==> config.mk <==
export PLATFORM = sky130hd
export DESIGN_NAME = receive_ring_page_walker
export DESIGN_NICKNAME = d
export VERILOG_FILES = /design/src/sv/rrpw_pkg.sv /design/src/sv/rrpw_in_stage.sv /design/src/sv/rrpw_eval.sv /design/src/sv/receive_ring_page_walker.sv
export VERILOG_INCLUDE_DIRS = /design/src /design/src/sv
export SDC_FILE = /design/constraint.sdc
export NUM_CORES = 1
export LEC_CHECK = 0
export BUFFER_PORTS_ARGS = -buffer_cell sky130_fd_sc_hd__buf_2
export CAP_MARGIN = 15
export CORE_MARGIN = 4
export CORE_UTILIZATION = 45
export CTS_BUF_LIST = sky130_fd_sc_hd__clkbuf_2
export CTS_CLUSTER_SIZE = 25
export DETAILED_ROUTE_END_ITERATION = 8
export PLACE_DENSITY = 0.68
export SLEW_MARGIN = 20
export SYNTH_ARGS = -nofsm -noshare
export SYNTH_HDL_FRONTEND = slang
export SYNTH_HIERARCHICAL = 1
export SYNTH_SLANG_ARGS = --single-unit
==> constraint.sdc <==
create_clock -name i_clk -period 7.82 [get_ports i_clk]
set_input_delay 0 -clock i_clk [delete_from_list [all_inputs] [get_ports i_clk]]
set_output_delay 0 -clock i_clk [all_outputs]
set_load 0.01 [all_outputs]
==> src/sv/receive_ring_page_walker_macros.svh <==
// Assertion macros for the receive ring page walker.
// Used by the top level; no other dependencies.
`ifndef RECEIVE_RING_PAGE_WALKER_MACROS_SVH
`define RECEIVE_RING_PAGE_WALKER_MACROS_SVH
`ifndef SYNTHESIS
`define RRPW_ASSERT_IMP(label, clk, rst_n, ante, cons) \
    label: assert property (@(posedge clk) disable iff (!rst_n) (ante) |-> (cons)) \
        else $error("rrpw: assertion failed");
`define RRPW_ASSERT_NXT(label, clk, rst_n, ante, cons) \
    label: assert property (@(posedge clk) disable iff (!rst_n) (ante) |=> (cons)) \
        else $error("rrpw: assertion failed");
`else
`define RRPW_ASSERT_IMP(label, clk, rst_n, ante, cons)
`define RRPW_ASSERT_NXT(label, clk, rst_n, ante, cons)
`endif
`endif

==> src/sv/rrpw_pkg.sv <==
// Shared types and constants for the receive ring page walker.
// No dependencies.
package rrpw_pkg;

    localparam logic [7:0] RESET_START_PAGE = 8'd70;
    localparam logic [7:0] RESET_STOP_PAGE  = 8'd128;

    localparam int INTACT_BIT  = 0;
    localparam int OVERRUN_BIT = 3;

    // configuration register indexes
    localparam logic [0:0] CFG_RING_START = 1'b0;
    localparam logic [0:0] CFG_RING_STOP  = 1'b1;

    typedef enum logic [2:0] {
        OUT_EMPTY     = 3'd0,
        OUT_DELIVERED = 3'd1,
        OUT_BAD_LEN   = 3'd2,
        OUT_BAD_NEXT  = 3'd3,
        OUT_OVERRUN   = 3'd4,
        OUT_SKIPPED   = 3'd5
    } t_outcome;

    typedef struct packed {
        logic        chip_stopped;
        logic [15:0] max_length;
        logic [15:0] byte_count;
        logic [7:0]  next_page;
        logic [7:0]  rx_status;
        logic [7:0]  curr_page;
    } t_hdr;

    typedef struct packed {
        logic        reset_needed;
        logic [7:0]  new_boundary;
        logic [15:0] second_count;
        logic [15:0] second_address;
        logic [15:0] first_count;
        logic [15:0] first_address;
        logic [15:0] frame_length;
        t_outcome    outcome;
    } t_res;

endpackage

==> src/sv/rrpw_in_stage.sv <==
// Input register stage of the receive ring page walker.
// Depends on rrpw_pkg.
module rrpw_in_stage (
    input  logic          i_clk,
    input  logic          i_rst_n,
    input  logic          i_valid,
    input  rrpw_pkg::t_hdr i_hdr,
    output logic          o_ready,
    input  logic          i_take,
    output logic          o_valid,
    output rrpw_pkg::t_hdr o_hdr
);

    logic           r_valid;
    rrpw_pkg::t_hdr r_hdr;

    assign o_ready = !r_valid || i_take;
    assign o_valid = r_valid;
    assign o_hdr   = r_hdr;

    always_ff @(posedge i_clk) begin
        if (!i_rst_n) begin
            r_valid <= 1'b0;
        end else if (o_ready) begin
            r_valid <= i_valid;
        end
    end

    always_ff @(posedge i_clk) begin
        if (o_ready && i_valid) begin
            r_hdr <= i_hdr;
        end
    end

endmodule

==> src/sv/rrpw_eval.sv <==
// Header evaluation: ring read page, checks, copy segments, new boundary.
// Depends on rrpw_pkg; purely combinational.
module rrpw_eval #(
    parameter int PAGE_BYTES   = 256,
    parameter int MIN_FRAME    = 60,
    parameter int HEADER_BYTES = 4
) (
    input  rrpw_pkg::t_hdr i_hdr,
    input  logic [7:0]     i_boundary,
    input  logic [7:0]     i_start,
    input  logic [7:0]     i_stop,
    output rrpw_pkg::t_res o_res
);

    localparam int PB_W   = $clog2(PAGE_BYTES) + 1;
    localparam int PROD_W = 8 + PB_W;
    localparam int CMP_W  = (PROD_W > 17) ? PROD_W : 17;

    logic [7:0]        page_inc, page, nxt, span;
    logic              empty, short_cnt, bad_len, bad_link, fail, wrap, stop_above;
    logic [15:0]       len, len_m1, split, c1, c2, a1, a2;
    logic [CMP_W-1:0]  span_bytes, split_full;
    rrpw_pkg::t_outcome outcome;

    always_comb begin
        page_inc = i_boundary + 8'd1;
        page     = (page_inc == i_stop) ? i_start : page_inc;
        empty    = (i_hdr.curr_page == page);

        short_cnt = (i_hdr.byte_count < 16'(HEADER_BYTES));
        len       = short_cnt ? 16'd0 : (i_hdr.byte_count - 16'(HEADER_BYTES));
        len_m1    = len - 16'd1;
        bad_len   = short_cnt || (len < 16'(MIN_FRAME)) || (len > i_hdr.max_length);
        bad_link  = (i_hdr.next_page < i_start) || (i_hdr.next_page >= i_stop);

        // frame wraps when its last page reaches the stop page:
        // (len-1)/PAGE_BYTES >= stop-page, written as a product compare
        stop_above = (i_stop > page);
        span       = i_stop - page;
        span_bytes = CMP_W'(span) * CMP_W'(PAGE_BYTES);
        wrap       = !stop_above || (CMP_W'(len_m1) >= span_bytes);
        split_full = span_bytes - CMP_W'(HEADER_BYTES);
        if (!stop_above) begin
            split = 16'd0;
        end else if (split_full > CMP_W'(len)) begin
            split = len;
        end else begin
            split = split_full[15:0];
        end
        c1 = wrap ? split : len;
        c2 = wrap ? (len - split) : 16'd0;
        a1 = 16'(page) * 16'(PAGE_BYTES) + 16'(HEADER_BYTES);
        a2 = 16'(i_start) * 16'(PAGE_BYTES);

        priority if (bad_len) begin
            outcome = rrpw_pkg::OUT_BAD_LEN;
        end else if (bad_link) begin
            outcome = rrpw_pkg::OUT_BAD_NEXT;
        end else if (i_hdr.rx_status[rrpw_pkg::OVERRUN_BIT]) begin
            outcome = rrpw_pkg::OUT_OVERRUN;
        end else if (i_hdr.rx_status[rrpw_pkg::INTACT_BIT]) begin
            outcome = rrpw_pkg::OUT_DELIVERED;
        end else begin
            outcome = rrpw_pkg::OUT_SKIPPED;
        end

        // any failed check drops the ring back to the chip's write page
        fail = bad_len || bad_link || i_hdr.rx_status[rrpw_pkg::OVERRUN_BIT];
        nxt  = fail ? i_hdr.curr_page : i_hdr.next_page;

        o_res = '0;
        if (empty) begin
            o_res.outcome      = rrpw_pkg::OUT_EMPTY;
            o_res.new_boundary = i_boundary;
            o_res.reset_needed = i_hdr.chip_stopped;
        end else begin
            o_res.outcome      = outcome;
            o_res.frame_length = len;
            o_res.new_boundary = (nxt == i_start) ? (i_stop - 8'd1) : (nxt - 8'd1);
            if (outcome == rrpw_pkg::OUT_DELIVERED) begin
                o_res.first_address  = a1;
                o_res.first_count    = c1;
                o_res.second_address = a2;
                o_res.second_count   = c2;
            end
        end
    end

endmodule

==> src/sv/receive_ring_page_walker.sv <==
// Receive ring page walker: one result beat per receive header beat.
// The header is held in the input register, then the result in the result register; one beat
// per cycle sustained while m_tready holds, set by the boundary register loop.
// Synchronous active-low reset empties both stages, sets ring start/stop to
// 70/128 and the boundary page to 70. Boundary is not touched by config writes.
`include "receive_ring_page_walker_macros.svh"
module receive_ring_page_walker #(
    parameter int PAGE_BYTES   = 256,
    parameter int MIN_FRAME    = 60,
    parameter int HEADER_BYTES = 4
) (
    input  logic        i_clk,
    input  logic        i_rst_n,
    // config write port
    input  logic        i_cfg_we,
    input  logic [0:0]  i_cfg_index,
    input  logic [7:0]  i_cfg_data,
    // header stream
    input  logic        s_tvalid,
    output logic        s_tready,
    // curr_page[7:0], rx_status[15:8], next_page[23:16],
    // byte_count[39:24], max_length[55:40]
    input  logic [55:0] s_tdata,
    // chip_stopped[0]
    input  logic [0:0]  s_tuser,
    // result stream
    output logic        m_tvalid,
    input  logic        m_tready,
    // frame_length[15:0], first_address[31:16], first_count[47:32],
    // second_address[63:48], second_count[79:64], new_boundary[87:80]
    output logic [87:0] m_tdata,
    // outcome[2:0], reset_needed[3]
    output logic [3:0]  m_tuser
);

    logic [7:0]     r_start, r_stop, r_boundary;
    logic           r_out_valid;
    rrpw_pkg::t_res r_out;

    rrpw_pkg::t_hdr in_hdr, s1_hdr;
    rrpw_pkg::t_res res;
    logic           s1_valid, s1_take;

    assign in_hdr.curr_page    = s_tdata[7:0];
    assign in_hdr.rx_status    = s_tdata[15:8];
    assign in_hdr.next_page    = s_tdata[23:16];
    assign in_hdr.byte_count   = s_tdata[39:24];
    assign in_hdr.max_length   = s_tdata[55:40];
    assign in_hdr.chip_stopped = s_tuser[0];

    assign s1_take = s1_valid && (!r_out_valid || m_tready);

    rrpw_in_stage u_in_stage (
        .i_clk   (i_clk),
        .i_rst_n (i_rst_n),
        .i_valid (s_tvalid),
        .i_hdr   (in_hdr),
        .o_ready (s_tready),
        .i_take  (s1_take),
        .o_valid (s1_valid),
        .o_hdr   (s1_hdr)
    );

    rrpw_eval #(
        .PAGE_BYTES   (PAGE_BYTES),
        .MIN_FRAME    (MIN_FRAME),
        .HEADER_BYTES (HEADER_BYTES)
    ) u_eval (
        .i_hdr      (s1_hdr),
        .i_boundary (r_boundary),
        .i_start    (r_start),
        .i_stop     (r_stop),
        .o_res      (res)
    );

    always_ff @(posedge i_clk) begin
        if (!i_rst_n) begin
            r_start <= rrpw_pkg::RESET_START_PAGE;
            r_stop  <= rrpw_pkg::RESET_STOP_PAGE;
        end else if (i_cfg_we) begin
            unique case (i_cfg_index)
                rrpw_pkg::CFG_RING_START: r_start <= i_cfg_data;
                rrpw_pkg::CFG_RING_STOP:  r_stop  <= i_cfg_data;
                default: ;
            endcase
        end
    end

    always_ff @(posedge i_clk) begin
        if (!i_rst_n) begin
            r_boundary  <= rrpw_pkg::RESET_START_PAGE;
            r_out_valid <= 1'b0;
        end else if (s1_take) begin
            r_boundary  <= res.new_boundary;
            r_out_valid <= 1'b1;
        end else if (m_tready) begin
            r_out_valid <= 1'b0;
        end
    end

    always_ff @(posedge i_clk) begin
        if (s1_take) begin
            r_out <= res;
        end
    end

    assign m_tvalid = r_out_valid;
    assign m_tdata  = {r_out.new_boundary, r_out.second_count, r_out.second_address,
                       r_out.first_count, r_out.first_address, r_out.frame_length};
    assign m_tuser  = {r_out.reset_needed, r_out.outcome};

    // delivered segments add up to the frame
    `RRPW_ASSERT_IMP(a_seg_sum, i_clk, i_rst_n, r_out_valid && (r_out.outcome == rrpw_pkg::OUT_DELIVERED), (r_out.first_count + r_out.second_count) == r_out.frame_length)
    // no copy segments unless delivered
    `RRPW_ASSERT_IMP(a_no_seg, i_clk, i_rst_n, r_out_valid && (r_out.outcome != rrpw_pkg::OUT_DELIVERED), (r_out.first_count == 16'd0) && (r_out.second_count == 16'd0))
    // reset request only on an empty ring
    `RRPW_ASSERT_IMP(a_rst_empty, i_clk, i_rst_n, r_out_valid && r_out.reset_needed, r_out.outcome == rrpw_pkg::OUT_EMPTY)
    // a held header stays in the input stage while the result is stalled
    `RRPW_ASSERT_NXT(a_s1_hold, i_clk, i_rst_n, s1_valid && r_out_valid && !m_tready, s1_valid && (r_boundary == $past(r_boundary)))

endmodule

# Word-level counts from Yosys, hierarchy flattened
# Index checks and enable logic that the tools add are counted.
# word_totals
elab_cells	76
reg_bits	171
in_bits	71
out_inout_bits	94
# classes
addsub	9
n_reduce_logical	18
bitwise	3
magnitude_cmp	8
n_eq_ne	4
mux	14
# op_table
operator	count
16-bit two-way mux	4
8-bit two-way mux	4
8-bit equality test	3
17-bit by 16-bit greater-than comparator with 1-bit output	1
16-bit by 3-bit subtractor with 17-bit output (second input constant)	1
16-bit by 3-bit adder with 16-bit output (second input constant)	1
16-bit greater-or-equal comparator	1
16-bit greater-than comparator	1
16-bit by 3-bit < comparator with 1-bit output (second input constant)	1
16-bit by 6-bit < comparator with 1-bit output (second input constant)	1
16-bit by 1-bit subtractor with 16-bit output (second input constant)	1
16-bit subtractor	1
16-bit by 3-bit subtractor with 16-bit output (second input constant)	1
8-bit by 1-bit subtractor with 8-bit output (second input constant)	2
3-bit two-way mux	4
8-bit by 1-bit adder with 8-bit output (second input constant)	1
8-bit greater-or-equal comparator	1
8-bit greater-than comparator	1
1-bit logical OR	8
8-bit < comparator	1
8-bit subtractor	1
2-bit AND reduction	2
3-bit by 1-bit equality test with 1-bit output (second input constant)	1
1-bit logical NOT	3
6 further kinds	10

# Depth between registers and ports, before layout
# depth
depth_word	11
depth_mapped	40
ltp_nobuf	39

# Modules after synthesis
# Netlist, hierarchy kept.
# modules_own_cells
mod	instances	cells_per_inst	seq_area_each_um2	area_per_inst_um2
rrpw_eval	1	716	0.0	4872.2
receive_ring_page_walker	1	204	3263.1	3732.3
rrpw_in_stage	1	62	1731.7	1769.2

# Least setup slack after synthesis
# Ideal clock, no wire load.
# synth_timing
path_kind	register to register
from	register r_boundary[0]
to	register r_out, in the netlist m_tdata[78] (data pin)
path_buffers	1
path_slack_ps	83
synth_period_minus_slack_ps	7737
arrival_ps	7579
required_ps	7663
setup_time_ps	157
stages_incl_launch_ff	39
cell_sequence	dfxtp_1 > ha_1 > and3_1 > xnor3_1 > nor3_1 > nand4_1 > mux2i_1 > ha_1 > inv_1 > fa_1 > a21o_1 > a21oi_1 > o21bai_1 > a21oi_1 > xnor2_1 > nor4_1 > xnor2_1 > ha_1 > (+3 left out) > clkbuf_1 > nor3_1 > inv_1 > nor2_1 > ha_1 > inv_1 > fa_1 > a21o_1 > a21oi_1 > o21bai_1 > a21oi_1 > o21bai_1 > a21oi_1 > o21ai_0 > o211a_1 > o21a_1 > o21a_1 > nor3_1
# synth_via
elab_chain_cells	9
word_cells_on_any_way	16
cone_classes	add/sub: 4; order compare: 3; eq/ne: 2; mux: 3; bitwise: 1; reduce/logical: 3
# synth_lines
item	line	source
start: declaration	receive_ring_page_walker.sv:36	logic [7:0] r_start, r_stop, r_boundary;
start signal: assignment	receive_ring_page_walker.sv:91	r_boundary <= rrpw_pkg::RESET_START_PAGE;
start signal: assignment	receive_ring_page_walker.sv:94	r_boundary <= res.new_boundary;
8-bit by 1-bit adder with 8-bit output (*)	rrpw_eval.sv:26	page_inc = i_boundary + 8'd1;
8-bit equality test	rrpw_eval.sv:27	page = (page_inc == i_stop) ? i_start : page_inc;
8-bit two-way mux (*)	rrpw_eval.sv:27	
8-bit subtractor	rrpw_eval.sv:39	span = i_stop - page;
16-bit by 3-bit subtractor with 17-bit output	rrpw_eval.sv:42	split_full = span_bytes - CMP_W'(HEADER_BYTES);
17-bit by 16-bit greater-than comparator with 1-bit output	rrpw_eval.sv:45	end else if (split_full > CMP_W'(len)) begin
16-bit two-way mux	rrpw_eval.sv:45	
16-bit two-way mux	rrpw_eval.sv:43	if (!stop_above) begin
16-bit subtractor	rrpw_eval.sv:51	c2 = wrap ? (len - split) : 16'd0;
end signal: assignment	receive_ring_page_walker.sv:103	r_out <= res;
end: declaration	receive_ring_page_walker.sv:38	rrpw_pkg::t_res r_out;
# Mark *: on every way between the ends. The rest lies on a longest branch, timed or not.
# A chain may end at the register's enable or synchronous reset.

# Worst setup path in the final report
# Ends and elaborated chain as after synthesis.

==> metrics.md <==
| Metric | Value |
|---|---|
| Data required time of the critical path | 8460 ps |
| DR vias | 8459 |
| Die width | roughly 160 µm |
| First-pass GRT wire length | about 42 mm |
| Post-layout nets | 1445 |
| Setup violations, final | 0 |
| Critical path's slowest cell | dfxtp_2 |
| Wirelength per Cell | about 17 µm |
| Die Footprint | 25120 µm² |
| Actual slew at the worst max-slew pin | 1037 ps |
| Syn Area/Cell | between 10 and 15 µm² |
| Crit path capture type | flop |
| Vias/cell | 5.317 |
| Top fanout value on the critical path | 5 |
| DRC viols | 0 |
| Relative slew slack | a little under a third |
| Clk slew on worst S/H paths | between 200 and 300 ps |
| Detailed Place HPWL | 18.90 mm |
| Max Clk Rate | 134.8 MHz |
| Worst slack, placed | about 43 ps |
| Fillcell total | between 1500 and 2000 |
| GP Congestion | between 0.9 and 1 |
| Crit path DAT | 8060 ps |
| DRC violation total after the first TritonRoute iteration | about 720 |
| CP delay by family, top | compound AO/OA/AOI/OAI gates |
| Leak | about 5.7 nW |
| CTS H-tree lvls | 4 |
| Kind of critical path | reg2reg |
| Skew-Pair Late Insertion Delay | roughly 800 ps |
| Post-Synthesis Cells | between 900 and 1000 |
| CTS Sinks | 169 |
| Core Region | 22030 µm² |
| Min Tclk post-route | between 7000 and 8000 ps |
| Peak supply drop | ~0.09 mV |
| Gr ovfl total | 0 |
| Cell mode on critical path | a21oi_2 |
| Root Buffer | clkbuf_2 |
| Register area | 4821 µm² |
| CP bufs+invs | 5 |
| Final worst slack | 401.0 ps |
| # IOs | roughly 170 |
| TritonCTS clock tree | yes |
| Setup tns final | 0 ps |
| Number of global-route vias before repair | ~8000 |
| GRT Util Overall | between 20% and 30% |
| Netlist Area Pre-Place | just over 10000 µm² |
| Starting Density | a little under half |
| Pwr/cell area | between 150 and 200 nW/µm² |
| YS warnings | 6 |
| Slew Limit Fails | 0 |
| Die Height | roughly 160 µm |
| Multi-input combinational cell area | around 5000 µm² |
| CTS buffer count | 17 |
| Crit share post-route | about 95% |
| Clock skew | about 43 ps |
| Site Rows | 54 |
| Largest net degree at the start of global routing | 70 |
| Maxcap violations | 0 |
| Startpoint Class | flop |
| Slowest cell delay on critical path | approximately 410 ps |
| Final ANT Viol Nets | 0 |
| Wirelength, routed | around 27 mm |
| Initial antenna violation count | 1 |
| Layout area overhead | 30.05% |
| Initial DRT Pass Iterations | 6 |
| Outcome | finished clean |
| Count of final hold-check violations | 0 |
| Class of the most critical hold timing path | in2reg |
| Clock buffer depth | 2 |
| Buffers on Ports | ~160 |
| Share of post-route cells with drive strength above 1 | a little over a fifth |
==> cell type report <==
class                   instances  area share [%]
clock buffers                  17          0.6418
clock inverters                15           1.784
repair buffers                339           18.93
inverters                      75           2.124
flip-flops and latches        169           36.37
well taps                     280           2.643
diodes                          1         0.01888
multi-input cells             695           37.49
==> what timing repair did <==
item / CTS / global route
endpoints found under the setup margin: 1 / 6
gates cloned: 0 / 0
endpoints found under the hold margin: 128 / 0
pin swaps: 0 / 8
resized for setup: 2 / 29
hold buffers: 144 / 0
setup buffers: 0 / 2
==> flip-flops by register name, summed over array words and instances, names as in the netlist <==
name and cells:
u_in_stage/o_valid 1, m_tuser 4, r_start 8, m_tdata 88
r_boundary 8, u_in_stage/o_hdr 51, r_stop 8, m_tvalid 1
==> stage by stage <==
step                      hold WS (ps)  power, mW  utilization, %  instance area [µm²]  std cells
final                            92.14      2.501           60.19                13260       1591
after global routing             50.68      2.649           60.19                13260       1591
after CTS                        15.19      2.476           59.59                13130       1588
after detailed placement         178.1      1.825           51.56                11360       1412
after global placement           177.8      1.815           51.56                11360       1412
after floorplan                  98.87      1.624               -                10250        990
==> worst reg2reg max path, delay by kind of cell (launching register included) <==
family,cells,cell delay [ps]
AOI/OAI and AO/OA,17,2790
adders and majority gates,6,1610
and+or+nand+nor,7,1140
xor gates and xnor gates,3,590
buffers and inverters,5,470
DFF,1,410
muxes,1,260
==> layout by cell type, fill, tap and decap left out, types with 32 or more instances in the layout <==
cell type and count:
buf_2 158, dlygate4sd3_1 144, edfxtp_1 143, nand2_1 85
nor2_1 85, ha_1 74, inv_1 73, a21oi_1 39
buf_4 37, xnor2_1 35, nand3_1 32
==> where the power goes <==
part	leakage, nW	switching [mW]	internal, mW
Sequential	1.59	0.0390	1.04
Clock	0.179	0.346	0.250
Combinational	3.92	0.439	0.383
==> per-layer routing <==
layer	GRT usage (%)	vias to the layer above	wire [µm]
met5	0	-	0
met4	6.255	0	625
met2	32.92	347	12070
li1	-	4107	-
met3	3.099	60	1784
met1	31.81	3945	12660
==> path summary, 6_finish.rpt <==
path	endpoint	slack, ps	depth (start not counted)	from
setup / recovery	m_tdata[78]$_DFFE_PP_	400	39	r_boundary[0]$_SDFFE_PN0P_
hold / removal	r_stop[3]$_SDFFE_PN0P_	90	4	i_cfg_data[3]
setup reg to reg	m_tdata[78]$_DFFE_PP_	400	39	r_boundary[0]$_SDFFE_PN0P_
hold reg to reg	r_boundary[4]$_SDFFE_PN0P_	550	2	r_boundary[4]$_SDFFE_PN0P_
No activity file was read; power rests on OpenSTA's default activity.
